File: config.mk
export PLATFORM = sky130hd
export DESIGN_NAME = ansi_text_console_cursor
export DESIGN_NICKNAME = d
export VERILOG_FILES = /design/src/hw/rtl/atcc_pkg.sv /design/src/hw/rtl/atcc_csi_engine.sv /design/src/hw/rtl/ansi_text_console_cursor.sv
export VERILOG_INCLUDE_DIRS = /design/src /design/src/hw/rtl
export SDC_FILE = /design/constraint.sdc
export NUM_CORES = 1
export LEC_CHECK = 0
export ABC_AREA = 0
export BUFFER_PORTS_ARGS = -buffer_cell sky130_fd_sc_hd__buf_2
export CORE_MARGIN = 2
export CORE_UTILIZATION = 35
export DETAILED_ROUTE_END_ITERATION = 10
export GPL_ROUTABILITY_DRIVEN = 0
export SLEW_MARGIN = 20
export SYNTH_ARGS = -nofsm -noshare
export SYNTH_HDL_FRONTEND = slang
export SYNTH_HIERARCHICAL = 1
export SYNTH_SLANG_ARGS = --single-unit
File: constraint.sdc
create_clock -name clk_i -period 7.89 [get_ports clk_i]
set_input_delay 0.789 -clock clk_i [delete_from_list [all_inputs] [get_ports clk_i]]
set_output_delay 0.789 -clock clk_i [all_outputs]
set_load 0.005 [all_outputs]
File: src/hw/rtl/assert_macros.svh
// assertion macros shared by the console cursor rtl
// expects clk_i and rst_ni in the including module
`ifndef ASSERT_MACROS_SVH
`define ASSERT_MACROS_SVH

// property holds in the same cycle
`define ATCC_ASSERT(lbl, prop, msg) \
  lbl: assert property (@(posedge clk_i) disable iff (!rst_ni) (prop)) \
    else $error(msg);

// condition implies a result in the following cycle
`define ATCC_ASSERT_NEXT(lbl, cond, nxt, msg) \
  lbl: assert property (@(posedge clk_i) disable iff (!rst_ni) (cond) |=> (nxt)) \
    else $error(msg);

`endif

File: src/hw/rtl/atcc_pkg.sv
// types and constants of the console cursor block
// no dependencies
`default_nettype none

package atcc_pkg;

  localparam logic [1:0] MODE_IDLE = 2'd0;
  localparam logic [1:0] MODE_ESC  = 2'd1;
  localparam logic [1:0] MODE_CSI  = 2'd2;

  localparam logic [1:0] REG_COLUMNS     = 2'd0;
  localparam logic [1:0] REG_ROWS        = 2'd1;
  localparam logic [1:0] REG_SCROLL_ROWS = 2'd2;
  localparam logic [1:0] REG_MAX_GLYPH   = 2'd3;

  localparam logic [7:0] CH_ESC      = 8'h1B;
  localparam logic [7:0] CH_LF       = 8'h0A;
  localparam logic [7:0] CH_LBRACKET = 8'h5B;
  localparam logic [7:0] CH_QUEST    = 8'h3F;
  localparam logic [7:0] CH_SEMI     = 8'h3B;
  localparam logic [7:0] CH_ZERO     = 8'h30;
  localparam logic [7:0] CH_NINE     = 8'h39;
  localparam logic [7:0] CH_M        = 8'h6D;
  localparam logic [7:0] CH_H        = 8'h48;
  localparam logic [7:0] FINAL_LO    = 8'h40;
  localparam logic [7:0] FINAL_HI    = 8'h7E;

  localparam logic [3:0] FORE_RESET = 4'hF;
  localparam logic [3:0] BACK_RESET = 4'h0;

  localparam logic [15:0] SGR_FG_LO  = 16'd30;
  localparam logic [15:0] SGR_FG_HI  = 16'd37;
  localparam logic [15:0] SGR_BG_LO  = 16'd40;
  localparam logic [15:0] SGR_BG_HI  = 16'd47;
  localparam logic [15:0] SGR_FGB_LO = 16'd90;
  localparam logic [15:0] SGR_FGB_HI = 16'd97;
  localparam logic [15:0] SGR_BGB_LO = 16'd100;
  localparam logic [15:0] SGR_BGB_HI = 16'd107;
  localparam logic [15:0] NUM_MAX    = 16'hFFFF;

  typedef struct packed {
    logic       busy;
    logic       full;
    logic       last_slot;
  } csi_stat_t;

  typedef struct packed {
    logic       fore_we;
    logic [3:0] fore;
    logic       back_we;
    logic [3:0] back;
    logic       cur_we;
    logic [7:0] row;
    logic [7:0] col;
  } csi_upd_t;

endpackage

`default_nettype wire

File: src/hw/rtl/atcc_csi_engine.sv
// csi buffer and parameter walker: one buffered byte per cycle
// depends on atcc_pkg and assert_macros.svh
`default_nettype none
`include "assert_macros.svh"

module atcc_csi_engine import atcc_pkg::*; #(
  parameter int CSI_DEPTH = 16
) (
  input  wire logic       clk_i,
  input  wire logic       rst_ni,
  input  wire logic       clear_i,
  input  wire logic       push_i,
  input  wire logic [7:0] byte_i,
  input  wire logic [7:0] rows_i,
  input  wire logic [7:0] columns_i,
  output csi_stat_t       stat_o,
  output csi_upd_t        upd_o
);

  localparam int IW = $clog2(CSI_DEPTH);
  localparam int CW = $clog2(CSI_DEPTH + 1);

  logic [7:0]    mem [CSI_DEPTH];
  logic [7:0]    rd_q;
  logic [IW-1:0] rd_addr;

  logic [CW-1:0] count_q, count_d;
  logic          walk_q, walk_d;
  logic [IW-1:0] idx_q, idx_d;
  logic [IW-1:0] nparam_q, nparam_d;
  logic          sgr_q, sgr_d;
  logic [15:0]   v_q, v_d;
  logic          seg_nz_q, seg_nz_d;
  logic          digits_q, digits_d;
  logic          zero_q, zero_d;
  logic [1:0]    p_q, p_d;
  logic [15:0]   cup0_q, cup0_d;
  logic [15:0]   cup1_q, cup1_d;

  logic          at_end, delim, is_dig, start;
  logic [19:0]   mac;
  logic [15:0]   v_sat;

  function automatic logic [7:0] cup_coord(input logic [15:0] v, input logic [7:0] lim);
    logic [15:0] c;
    logic [7:0]  top;
    c   = (v == 16'd0) ? 16'd0 : v - 16'd1;
    top = lim - 8'd1;
    if (lim == 8'd0) return 8'd0;
    if (c > {8'd0, top}) return top;
    return c[7:0];
  endfunction

  assign start   = push_i && ((byte_i == CH_M) || (byte_i == CH_H));
  assign at_end  = (idx_q == nparam_q);
  assign delim   = at_end || (rd_q == CH_SEMI);
  assign is_dig  = (rd_q >= CH_ZERO) && (rd_q <= CH_NINE);
  // v * 10 + digit
  assign mac     = {1'b0, v_q, 3'b000} + {3'b000, v_q, 1'b0} + {16'd0, rd_q[3:0]};
  assign v_sat   = (mac[19:16] != 4'd0) ? NUM_MAX : mac[15:0];
  assign rd_addr = !walk_q ? '0 :
                   (idx_q == IW'(CSI_DEPTH - 1)) ? '0 : idx_q + 1'b1;

  always_ff @(posedge clk_i) begin
    if (push_i) begin
      mem[count_q[IW-1:0]] <= byte_i;
    end
    rd_q <= mem[rd_addr];
  end

  always_comb begin
    count_d  = count_q;
    walk_d   = walk_q;
    idx_d    = idx_q;
    nparam_d = nparam_q;
    sgr_d    = sgr_q;
    v_d      = v_q;
    seg_nz_d = seg_nz_q;
    digits_d = digits_q;
    zero_d   = zero_q;
    p_d      = p_q;
    cup0_d   = cup0_q;
    cup1_d   = cup1_q;
    upd_o    = '0;

    if (clear_i) begin
      count_d = '0;
    end else if (push_i) begin
      count_d = count_q + 1'b1;
    end

    if (start) begin
      walk_d   = 1'b1;
      idx_d    = '0;
      nparam_d = count_q[IW-1:0];
      sgr_d    = (byte_i == CH_M);
      v_d      = '0;
      seg_nz_d = 1'b0;
      digits_d = 1'b1;
      zero_d   = 1'b0;
      p_d      = '0;
      cup0_d   = '0;
      cup1_d   = '0;
    end else if (walk_q) begin
      idx_d = idx_q + 1'b1;
      if (delim) begin
        v_d      = '0;
        seg_nz_d = 1'b0;
        digits_d = 1'b1;
        zero_d   = 1'b0;
        if (!sgr_q) begin
          if (p_q == 2'd0) cup0_d = v_q;
          if (p_q == 2'd1) cup1_d = v_q;
          if (p_q != 2'd2) p_d = p_q + 2'd1;
        end else if (!at_end || seg_nz_q || (nparam_q == '0)) begin
          if (!seg_nz_q || zero_q) begin
            upd_o.fore_we = 1'b1;
            upd_o.fore    = FORE_RESET;
            upd_o.back_we = 1'b1;
            upd_o.back    = BACK_RESET;
          end else if (v_q >= SGR_FG_LO && v_q <= SGR_FG_HI) begin
            upd_o.fore_we = 1'b1;
            upd_o.fore    = 4'(v_q - SGR_FG_LO);
          end else if (v_q >= SGR_BG_LO && v_q <= SGR_BG_HI) begin
            upd_o.back_we = 1'b1;
            upd_o.back    = 4'(v_q - SGR_BG_LO);
          end else if (v_q >= SGR_FGB_LO && v_q <= SGR_FGB_HI) begin
            upd_o.fore_we = 1'b1;
            upd_o.fore    = 4'(v_q - SGR_FGB_LO + 16'd8);
          end else if (v_q >= SGR_BGB_LO && v_q <= SGR_BGB_HI) begin
            upd_o.back_we = 1'b1;
            upd_o.back    = 4'(v_q - SGR_BGB_LO + 16'd8);
          end
        end
      end else begin
        if (digits_q && is_dig) begin
          v_d = v_sat;
        end else begin
          digits_d = 1'b0;
        end
        seg_nz_d = 1'b1;
        zero_d   = !seg_nz_q && (rd_q == CH_ZERO);
      end
      if (at_end) begin
        walk_d = 1'b0;
        if (!sgr_q) begin
          upd_o.cur_we = 1'b1;
          upd_o.row    = cup_coord(cup0_d, rows_i);
          upd_o.col    = cup_coord(cup1_d, columns_i);
        end
      end
    end
  end

  always_ff @(posedge clk_i or negedge rst_ni) begin
    if (!rst_ni) begin
      count_q  <= '0;
      walk_q   <= 1'b0;
      idx_q    <= '0;
      nparam_q <= '0;
    end else begin
      count_q  <= count_d;
      walk_q   <= walk_d;
      idx_q    <= idx_d;
      nparam_q <= nparam_d;
    end
  end

  always_ff @(posedge clk_i) begin
    sgr_q    <= sgr_d;
    v_q      <= v_d;
    seg_nz_q <= seg_nz_d;
    digits_q <= digits_d;
    zero_q   <= zero_d;
    p_q      <= p_d;
    cup0_q   <= cup0_d;
    cup1_q   <= cup1_d;
  end

  assign stat_o.busy      = walk_q;
  assign stat_o.full      = (count_q >= CW'(CSI_DEPTH));
  assign stat_o.last_slot = (count_q == CW'(CSI_DEPTH - 1));

  `ATCC_ASSERT(walk_idx_in_range, !walk_q || (idx_q <= nparam_q), "walk index past params")
  `ATCC_ASSERT_NEXT(walk_stops_at_end, walk_q && at_end, !walk_q, "walk did not stop")
  `ATCC_ASSERT(no_push_while_walking, !(push_i && walk_q), "byte pushed during walk")

endmodule

`default_nettype wire

File: src/hw/rtl/ansi_text_console_cursor.sv
// console byte parser: cursor, colors, sgr/cup escapes, draw and scroll commands
// output: a result is offered from registers loaded as its byte is taken; a wrap scroll follows the draw
// input: plain bytes are taken while the output drains; after a wrap that scrolls, input waits for the draw
//   to be taken; a final m or H byte holds input while the csi walker reads one byte a cycle
// reset: asynchronous active low; idle mode, colors 15/0, cursor at 0,0, no output
// depends on atcc_pkg, atcc_csi_engine and assert_macros.svh
`default_nettype none
`include "assert_macros.svh"

module ansi_text_console_cursor import atcc_pkg::*; #(
  parameter int CSI_DEPTH = 16
) (
  input  wire logic        clk_i,
  input  wire logic        rst_ni,
  input  wire logic        cfg_we_i,
  input  wire logic [1:0]  cfg_index_i,
  input  wire logic [7:0]  cfg_data_i,
  input  wire logic        s_tvalid_i,
  output logic             s_tready_o,
  input  wire logic [7:0]  s_tdata_i,   // byte_in
  output logic             m_tvalid_o,
  input  wire logic        m_tready_i,
  output logic [31:0]      m_tdata_o,   // glyph, cell_column, cell_row, fore_index, back_index
  output logic             m_tuser_o,   // kind
  output logic             m_tlast_o
);

  logic [7:0] columns_q, rows_q, scroll_rows_q, max_glyph_q;
  logic [1:0] mode_q, mode_d;
  logic [3:0] fore_q, fore_d, back_q, back_d;
  logic [7:0] col_q, col_d, row_q, row_d;
  logic       pend_q, pend_d;
  logic       out_valid_q, out_valid_d;
  logic       out_kind_q, out_kind_d, out_last_q, out_last_d;
  logic [7:0] out_glyph_q, out_glyph_d, out_col_q, out_col_d, out_row_q, out_row_d;
  logic [3:0] out_fore_q, out_fore_d, out_back_q, out_back_d;

  logic       acc, xfer, push, clear, is_final;
  logic [8:0] col_inc, row_inc;
  logic       wrap, scroll;
  logic [7:0] land, glyph;
  csi_stat_t  stat;
  csi_upd_t   upd;

  atcc_csi_engine #(.CSI_DEPTH(CSI_DEPTH)) u_csi (
    .clk_i     (clk_i),
    .rst_ni    (rst_ni),
    .clear_i   (clear),
    .push_i    (push),
    .byte_i    (s_tdata_i),
    .rows_i    (rows_q),
    .columns_i (columns_q),
    .stat_o    (stat),
    .upd_o     (upd)
  );

  assign s_tready_o = !stat.busy && !pend_q && (!out_valid_q || m_tready_i);
  assign acc        = s_tvalid_i && s_tready_o;
  assign xfer       = out_valid_q && m_tready_i;
  assign push       = acc && (mode_q == MODE_CSI) && !stat.full;
  assign clear      = acc && (mode_q == MODE_ESC) && (s_tdata_i == CH_LBRACKET);
  assign is_final   = (s_tdata_i >= FINAL_LO) && (s_tdata_i <= FINAL_HI);

  assign col_inc = {1'b0, col_q} + 9'd1;
  assign row_inc = {1'b0, row_q} + 9'd1;
  assign wrap    = (col_inc >= {1'b0, columns_q});
  assign scroll  = (row_inc >= {1'b0, rows_q});
  assign land    = (scroll_rows_q < rows_q) ? rows_q - scroll_rows_q : 8'd0;
  assign glyph   = (s_tdata_i > max_glyph_q) ? CH_QUEST : s_tdata_i;

  always_comb begin
    mode_d      = mode_q;
    fore_d      = upd.fore_we ? upd.fore : fore_q;
    back_d      = upd.back_we ? upd.back : back_q;
    col_d       = upd.cur_we ? upd.col : col_q;
    row_d       = upd.cur_we ? upd.row : row_q;
    pend_d      = pend_q;
    out_valid_d = out_valid_q;
    out_kind_d  = out_kind_q;
    out_glyph_d = out_glyph_q;
    out_col_d   = out_col_q;
    out_row_d   = out_row_q;
    out_fore_d  = out_fore_q;
    out_back_d  = out_back_q;
    out_last_d  = out_last_q;

    if (xfer) begin
      out_valid_d = 1'b0;
      if (pend_q) begin
        // scroll that follows a wrapping draw
        out_valid_d = 1'b1;
        out_kind_d  = 1'b1;
        out_glyph_d = '0;
        out_col_d   = '0;
        out_row_d   = '0;
        out_last_d  = 1'b1;
        pend_d      = 1'b0;
      end
    end

    if (acc) begin
      unique case (mode_q)
        MODE_ESC: begin
          mode_d = (s_tdata_i == CH_LBRACKET) ? MODE_CSI : MODE_IDLE;
        end
        MODE_CSI: begin
          if (stat.full || is_final || stat.last_slot) mode_d = MODE_IDLE;
        end
        default: begin
          mode_d = MODE_IDLE;
          if (s_tdata_i == CH_ESC) begin
            mode_d = MODE_ESC;
          end else if (s_tdata_i == CH_LF) begin
            col_d = '0;
            if (scroll) begin
              row_d       = land;
              out_valid_d = 1'b1;
              out_kind_d  = 1'b1;
              out_glyph_d = '0;
              out_col_d   = '0;
              out_row_d   = '0;
              out_fore_d  = fore_q;
              out_back_d  = back_q;
              out_last_d  = 1'b1;
            end else begin
              row_d = row_inc[7:0];
            end
          end else begin
            out_valid_d = 1'b1;
            out_kind_d  = 1'b0;
            out_glyph_d = glyph;
            out_col_d   = col_q;
            out_row_d   = row_q;
            out_fore_d  = fore_q;
            out_back_d  = back_q;
            out_last_d  = 1'b1;
            if (wrap) begin
              col_d = '0;
              if (scroll) begin
                row_d      = land;
                pend_d     = 1'b1;
                out_last_d = 1'b0;
              end else begin
                row_d = row_inc[7:0];
              end
            end else begin
              col_d = col_inc[7:0];
            end
          end
        end
      endcase
    end
  end

  always_ff @(posedge clk_i or negedge rst_ni) begin
    if (!rst_ni) begin
      columns_q     <= 8'd80;
      rows_q        <= 8'd25;
      scroll_rows_q <= 8'd1;
      max_glyph_q   <= 8'd127;
      mode_q        <= MODE_IDLE;
      fore_q        <= FORE_RESET;
      back_q        <= BACK_RESET;
      col_q         <= '0;
      row_q         <= '0;
      pend_q        <= 1'b0;
      out_valid_q   <= 1'b0;
    end else begin
      if (cfg_we_i) begin
        unique case (cfg_index_i)
          REG_COLUMNS:     columns_q     <= cfg_data_i;
          REG_ROWS:        rows_q        <= cfg_data_i;
          REG_SCROLL_ROWS: scroll_rows_q <= cfg_data_i;
          REG_MAX_GLYPH:   max_glyph_q   <= cfg_data_i;
          default:         max_glyph_q   <= max_glyph_q;
        endcase
      end
      mode_q      <= mode_d;
      fore_q      <= fore_d;
      back_q      <= back_d;
      col_q       <= col_d;
      row_q       <= row_d;
      pend_q      <= pend_d;
      out_valid_q <= out_valid_d;
    end
  end

  always_ff @(posedge clk_i) begin
    out_kind_q  <= out_kind_d;
    out_glyph_q <= out_glyph_d;
    out_col_q   <= out_col_d;
    out_row_q   <= out_row_d;
    out_fore_q  <= out_fore_d;
    out_back_q  <= out_back_d;
    out_last_q  <= out_last_d;
  end

  assign m_tvalid_o = out_valid_q;
  assign m_tdata_o  = {out_back_q, out_fore_q, out_row_q, out_col_q, out_glyph_q};
  assign m_tuser_o  = out_kind_q;
  assign m_tlast_o  = out_last_q;

  `ATCC_ASSERT(pend_behind_draw, !pend_q || (out_valid_q && !out_kind_q && !out_last_q),
               "pending scroll without a held draw")
  `ATCC_ASSERT(scroll_is_last, !(out_valid_q && out_kind_q) || out_last_q,
               "scroll transfer not marked last")
  `ATCC_ASSERT_NEXT(pend_follows_wrap, xfer && pend_q, out_valid_q && out_kind_q,
                    "scroll did not follow wrapping draw")

endmodule

`default_nettype wire

==> summary.txt, run 1 <==
Drt
  • Starting DRC count in detailed routing: around 610
  • Detailed Routing Iterations Pass 1: 4
  • Number of nets with antenna violations after detailed routing: 0
  • Sum of routed wire length over all layers: 39000 um
  • Routed len/inst: around 18 um
  • Residual DRC count: 0
  • Via/cell ratio: 5.34
  • DR vias: about 11000

Worst setup path
  • Largest stage delay, worst path: slightly below 0.6 ns
  • Critical setup path kind: reg2reg
  • Required time of the worst setup path: 8.34 ns
  • Cell depth of the worst flop-to-flop path: 21
  • Endpoint type of the worst setup path: flop
  • Reg2Reg Launch Point: u_csi/idx_q[0]
  • Endpoint of the lowest-slack register-to-register path: col_q[0]
  • Most prevalent standard cell on the critical path: sky130_fd_sc_hd__a21o_1
  • R2r setup slk: roughly 2 ns
  • Library cell contributing the largest single delay on the critical path: sky130_fd_sc_hd__a21o_1
  • CP bufs+invs: 1
  • Maximum fanout encountered on the critical timing path: 39
  • Arrival time of the worst setup path: approximately 6.4 ns
  • List of cells traversed by the critical path: buf_4 > xnor2_1 > nand4_1 > a21o_1 > nor2_1 > a21oi_1 > ha_1 > or2b_1 > nor4_1 > a41o_1 > a211oi_1 > ha_1 > a21o_1 > a21o_1 > a221oi_1 > o21ai_0 > a211o_1 > a21o_1 > mux2i_1 > o21ai_0 > a221oi_2
  • Crit start category: flop
  • Worst path top cell family by delay: compound AO/OA/AOI/OAI gates

Clock network
  • Number of clock sinks: slightly below 300
  • Clock latency reported for the late side of the worst-skew pair: roughly 0.55 ns
  • Clock edge transition at the registers on the reported setup and hold paths: about 0.06 ns
  • Number of CTS-inserted buffers: 34
  • H-tree levels: 2
  • Number of buffers inserted for hold repair after clock tree synthesis: 0
  • CTS-repair resized insts: 0
  • CTS Root Cell: sky130_fd_sc_hd__clkbuf_16
  • Post-CTS setup buffers: 0
  • Number of buffers between clock root and the deepest sink: 3
  • CTS tree: built

Synth
  • Dominant combinational cell family by area after synthesis: compound AO/OA/AOI/OAI gates
  • Fraction of the mapped netlist area in compound gates: between 10% and 20%
  • Share of flip-flops with an asynchronous set or reset: ~25%
  • Ranking of synthesized cells by area: sky130_fd_sc_hd__edfxtp_1, sky130_fd_sc_hd__dfxtp_1, sky130_fd_sc_hd__dfrtp_1
  • Number of distinct library cells after synthesis: 85
  • Register area share after synthesis: 47.9%
  • Leading cell type by number of instances after synthesis: sky130_fd_sc_hd__nor2_1
  • Post-synthesis xor/xnor area fraction: about 3.8%
  • Cell type with the highest aggregate area in the netlist: sky130_fd_sc_hd__edfxtp_1
  • Yosys top cell area share: about a quarter
  • Share of synthesized area spent on multiplexers: between 9 and 10%
  • Avg Cell Area, Syn: 11.0 um^2
  • Fraction of the mapped netlist area in simple logic gates: 12.9%
  • Most used DFF post-synth: sky130_fd_sc_hd__edfxtp_1
  • Count of flip-flops with a built-in enable after synthesis: roughly 140
  • Warnings from Yosys: 6
  • Netlist area before placement: 16100 um^2
  • Number of synthesized register bits: 298
  • Net count of the mapped netlist: around 1600
  • Top cell types by occurrence after synthesis: sky130_fd_sc_hd__nor2_1, sky130_fd_sc_hd__edfxtp_1, sky130_fd_sc_hd__ha_1, sky130_fd_sc_hd__nand2_1, sky130_fd_sc_hd__dfxtp_1
  • Adder and majority cell fraction of the synthesized area: 8.59%
  • Gate count of the mapped netlist: roughly 1500

Finish
  • Number of fill cells in the layout: 4423
  • Area overhead of the layout relative to synthesis: 12.8%
  • Final std cells w/o fill: approximately 2100
  • Area used by sequential logic in the layout: about 7700 um^2
  • # nets final: around 1600
  • Antenna diode count: 0
  • Share of cells above drive strength 1: between 15 and 20%
  • Area occupied by multi-input gates: 7870 um^2
  • Non-Filler Cell Area, Final: between 15000 and 20000 um^2

STA
  • Clock period minus worst slack: around 5.9 ns
  • Final clock skew: 0.0256 ns
  • Final Slew Violations: 0
  • Final hold violation count: 0
  • Final clock period utilization by the worst path: 74.7%
  • Top achievable clock speed: roughly 170 MHz
  • Worst slew slack as a fraction of its limit: a little over two fifths
  • Slew at the pin with the worst max-slew slack: 0.866 ns
  • Unrepaired setup endpoints after global routing: false
  • Number of setup violations in the final report: 0
  • Fin Setup TNS: 0 ns

Power and ir drop
  • Pwr per Cell Area: between 200 and 300 nW/um^2
  • Worst VDD drop: 0.000195 V
  • Gate power share: 22.4%
  • Relative contribution of the clock network to total power: 34.7%
  • Pleak: roughly 7.2 nW
  • Internal power contribution: ~3.2 mW
  • Sw frac: 30.6%
  • Psw: 1.40 mW
  • Register share of total power: a little over two fifths

Global routing
  • First-pass GRT wire length: 62600 um
  • GRT Total Usage: 16.4%
  • M3 GR Usage: ~1.7%
  • Number of antenna violations at the first check in global routing: 0
  • Via count of the first global-routing pass: roughly 11000
  • Maximum number of pins on one net before global-route repair: 75
  • Met2 Usage GRT: a little over a quarter
  • Highest-utilization routing layer at the global route stage: met2
  • Residual overflow from global routing: 0
  • Met1 Resource Use GR: between 20% and 30%

Placed design
  • Placed instance count: approximately 2100
  • Placed instance area: about 17000 um^2
  • Detailed placement HPWL: about 27000 um
  • Buffers added on ports: 58

Run
  • MaxCap Viol Count: 0

Hold path
  • Class of the worst hold path: in2async

Run status
  • Result of the run: finished clean

Floorplanning
  • Initial standard-cell utilization of the core: between 30 and 40%
  • Placeable core region: 45500 um^2
  • Die area: 47800 um^2
  • Chip Width: approximately 220 um
  • Num rows: between 70 and 80
  • Die height: between 200 and 250 um
  • I/O Pins: a little under 60
==> cells by family after synthesis <==
family	count (synthesis)
simple gates	412
compound gates	304
flops	298
buf+inv	137
mux	133
fa+ha+maj	109
xor+xnor	70
==> how the worst max path moves through the flow <==
stage                              start  endpoint  slack [ns]  depth (start not counted)
after CTS                 u_csi/idx_q[0]  col_q[0]        2.05                         21
after detailed placement  u_csi/idx_q[0]  col_q[0]        2.06                         21
after floorplan           u_csi/idx_q[2]  col_q[0]        2.83                         23
after global placement    u_csi/idx_q[0]  col_q[0]        2.14                         21
after global routing      u_csi/idx_q[0]  col_q[0]        1.56                         21
final                     u_csi/idx_q[0]  col_q[0]        2.00                         21
==> layout make-up <==
| class | instances | area share, % |
|---|---|---|
| clock buffer | 43 | 4.97 |
| clock inverter | 18 | 1.27 |
| inverter | 74 | 1.53 |
| multi-input combinational | 1028 | 43.3 |
| sequential | 298 | 42.5 |
| tap | 600 | 4.12 |
| timing repair buffer | 76 | 2.39 |
==> flip-flops by register name, indices dropped and copies added, names as in the netlist, 5 cells and up <==
name / count
u_csi/mem: 128
u_csi/cup0_q: 16
u_csi/cup1_q: 16
u_csi/v_q: 16
col_q: 8
columns_q: 8
max_glyph_q: 8
out_col_q: 8
out_glyph_q: 8
out_row_q: 8
row_q: 8
rows_q: 8
scroll_rows_q: 8
u_csi/rd_q: 8
u_csi/count_q: 5
==> power groups by stage <==
stage	registers [mW]	clock network, mW	logic (mW)
floorplan	1.94	0	0.729
global placement	1.99	0	0.980
detailed placement	1.99	0	1.01
CTS	1.96	1.63	1.02
global route	1.98	1.68	1.15
finish	1.97	1.59	1.02
==> layer usage <==
layer  wire length (um)  part of all wire [%]  vias to the layer above
met5                  0                     0                        -
met4                890                   2.3                        0
met3               1260                   3.2                       53
met2              18500                    47                      212
met1              18400                    47                     5614
li1                   -                     -                     5527
==> cells in the final DEF, fill, tap and decap left out, types with 45 or more instances in the layout <==
master / instances
sky130_fd_sc_hd__nor2_1: 147
sky130_fd_sc_hd__dfxtp_1: 87
sky130_fd_sc_hd__a21oi_1: 73
sky130_fd_sc_hd__nand2_1: 91
sky130_fd_sc_hd__xnor2_1: 45
sky130_fd_sc_hd__inv_1: 74
sky130_fd_sc_hd__edfxtp_1: 137
sky130_fd_sc_hd__buf_2: 57
sky130_fd_sc_hd__dfrtp_1: 57
sky130_fd_sc_hd__ha_1: 106
sky130_fd_sc_hd__a211oi_1: 47
sky130_fd_sc_hd__mux2i_1: 77
==> per-stage QoR <==
step | utilization [%] | setup WS, ns | hold WS [ns] | power, mW
after CTS | 40.0 | 2.05 | 0.443 | 4.61
after floorplan | - | 2.83 | 0.421 | 2.67
final | 40.0 | 2.00 | 0.254 | 4.58
after global routing | 40.0 | 1.56 | 0.299 | 4.82
after global placement | 37.4 | 2.14 | 0.434 | 2.97
after detailed placement | 37.5 | 2.06 | 0.446 | 3.01
Power figures use the tool's default switching activity.
==> run 2, diff against run 1 <==
clock period = 4.8 ns   (was 7.89 ns; I/O delays follow)
==> summary.txt, run 2 (synthesized netlist as in run 1, its figures left out) <==
STA
  • Top achievable clock speed: 220 MHz
  • Worst-case hold slack: 0.226 ns
  • Final clock skew: between 0.015 and 0.02 ns
  • Setup slack of the critical path after layout: ~0.26 ns
  • Clock period minus worst slack: 4.54 ns
  • Number of setup violations in the final report: 0
  • Slew at the pin with the worst max-slew slack: around 0.95 ns
  • Final Slew Violations: 0
  • Final hold violation count: 0
  • Worst slew slack as a fraction of its limit: a little over a third
  • Final clock period utilization by the worst path: between 90% and 100%

Drt
  • Routed len/inst: 18.5 um
  • Detailed Routing Iterations Pass 1: 5
  • Residual DRC count: 0
  • DR vias: 11700
  • Sum of routed wire length over all layers: between 40000 and 50000 um
  • Via/cell ratio: about 5.4
  • Number of nets with antenna violations after detailed routing: 0
  • Starting DRC count in detailed routing: between 600 and 700

Clock network
  • Number of CTS-inserted buffers: 34
  • CTS tree: built
  • H-tree levels: 2
  • Clock latency reported for the late side of the worst-skew pair: 0.53 ns
  • CTS Root Cell: sky130_fd_sc_hd__clkbuf_16
  • Number of clock sinks: 298
  • Clock edge transition at the registers on the reported setup and hold paths: approximately 0.060 ns
  • Number of buffers between clock root and the deepest sink: 3

Power and ir drop
  • Relative contribution of the clock network to total power: between 30% and 40%
  • Register share of total power: around 43%
  • Pwr per Cell Area: between 400 and 500 nW/um^2
  • Pleak: between 7 and 8 nW
  • Internal power contribution: roughly 5.3 mW
  • Sw frac: between 30% and 40%
  • Worst VDD drop: between 0.0002 and 0.0003 V
  • Gate power share: 22.8%
  • Psw: around 2.3 mW

Floorplanning
  • Die area: around 48000 um^2
  • I/O Pins: between 50 and 60
  • Die height: between 200 and 250 um
  • Initial standard-cell utilization of the core: a little over a third
  • Placeable core region: roughly 45000 um^2
  • Num rows: 78
  • Chip Width: approximately 220 um

Finish
  • Final core utilization: about two fifths
  • Most frequent cells in the layout: sky130_fd_sc_hd__nor2_1, sky130_fd_sc_hd__edfxtp_1, sky130_fd_sc_hd__ha_1
  • Share of cells above drive strength 1: between 10% and 20%
  • # nets final: 1683
  • Non-Filler Cell Area, Final: around 19000 um^2
  • Number of flip-flops in the largest register: ~130
  • Antenna diode count: 0
  • Area overhead of the layout relative to synthesis: 15.5%
  • Most common cell after layout, fill and taps aside: sky130_fd_sc_hd__nor2_1

Worst setup path
  • Critical setup path kind: reg2reg
  • Endpoint type of the worst setup path: flop
  • Crit start category: flop
  • Arrival time of the worst setup path: between 4 and 5 ns
  • Required time of the worst setup path: 5.23 ns
  • Maximum fanout encountered on the critical timing path: 7

Run
  • MaxCap Viol Count: 0

Global routing
  • Number of antenna violations at the first check in global routing: 0
  • GRT Total Usage: between 10% and 20%
  • Maximum number of pins on one net before global-route repair: 75
  • First-pass GRT wire length: 64100 um
  • Via count of the first global-routing pass: approximately 11000
  • Residual overflow from global routing: 0

Run status
  • Result of the run: finished clean

Placed design
  • Setup slack at placement: between 0.07 and 0.08 ns
  • Detailed placement HPWL: approximately 28000 um
  • Buffers added on ports: 58
  • Placed instance area: between 15000 and 20000 um^2

Hold path
  • Class of the worst hold path: in2reg
[run 2: cell count changes in the layout (fill, tap and decap cells not counted), moves of 3 or more]
cell                       delta
sky130_fd_sc_hd__xnor2_2      +4
sky130_fd_sc_hd__clkbuf_8     +3
sky130_fd_sc_hd__a211oi_1     -7
sky130_fd_sc_hd__clkinv_1     -4
sky130_fd_sc_hd__clkbuf_1     +6
sky130_fd_sc_hd__a211oi_2     +7
sky130_fd_sc_hd__buf_4       +38
sky130_fd_sc_hd__xnor2_1      -4
[run 2: worst paths after layout]
check	startpoint	to	slack [ns]	cells after the start
max	u_csi/nparam_q[1]	col_q[3]	0.26	20
min	cfg_data_i[6]	columns_q[6]	0.23	3
max reg2reg	u_csi/nparam_q[1]	col_q[3]	0.26	20
min reg2reg	back_q[0]	out_back_q[0]	0.45	0
max in group asynchronous	rst_ni	rows_q[4]	3.75	3
min in group asynchronous	rst_ni	back_q[0]	0.40	2
[run 2: layer usage]
metal  global-route usage, %  share of wire [%]
met5                       0                  0
met4                    5.34                2.2
met3                    2.10                4.3
met2                    27.6                 47
met1                    23.4                 46
[run 2: layout make-up]
cell class,count,area [um^2]
Clock buffer,53,993
Clock inverter,9,115
Fill cell,4438,26900
Inverter,74,278
Multi-Input combinational cell,1028,8010
Sequential cell,298,7730
Tap cell,600,751
Timing Repair Buffer,115,747
[run 2: power by group through the flow]
stage | Combinational, mW | Clock (mW) | Sequential (mW)
finish | 1.72 | 2.57 | 3.24
global route | 1.93 | 2.76 | 3.27
CTS | 1.70 | 2.64 | 3.24
global placement | 1.64 | 0 | 3.27
floorplan | 1.20 | 0 | 3.18
detailed placement | 1.69 | 0 | 3.28
[run 2: what timing repair did]
action / in CTS / in global routing
hold endpoints to repair: 0 / 16
setup buffers: 0 / 6
gates resized for setup: 0 / 27
setup endpoints to repair: 0 / 16
hold buffers: 0 / 1
[run 2: worst max-delay path: stages (launching register included)]
cell and delay [ns]:
sky130_fd_sc_hd__dfrtp_1 0.43, sky130_fd_sc_hd__xnor2_2 0.19, sky130_fd_sc_hd__nand4_1 0.17, sky130_fd_sc_hd__a21o_4 0.30
sky130_fd_sc_hd__a21oi_4 0.17, sky130_fd_sc_hd__ha_2 0.20, sky130_fd_sc_hd__or2b_4 0.30, sky130_fd_sc_hd__nor4_4 0.20
sky130_fd_sc_hd__a41o_1 0.25, sky130_fd_sc_hd__a211oi_2 0.07, sky130_fd_sc_hd__ha_1 0.30, sky130_fd_sc_hd__a21o_1 0.18
sky130_fd_sc_hd__a21o_1 0.17, sky130_fd_sc_hd__a221oi_1 0.29, sky130_fd_sc_hd__o21ai_1 0.12, sky130_fd_sc_hd__a211o_1 0.23
sky130_fd_sc_hd__a21o_1 0.18, sky130_fd_sc_hd__buf_4 0.19, sky130_fd_sc_hd__mux2i_1 0.19, sky130_fd_sc_hd__mux2i_1 0.10
sky130_fd_sc_hd__a211oi_1 0.22
[run 2: metrics by stage]
stage,power [mW],std cells,TNS (ns)
finish,7.53,2177,0
global route,7.96,2177,-0.0149
CTS,7.58,2169,0
detailed placement,4.97,2107,0
global placement,4.91,2107,0
floorplan,4.38,1463,0
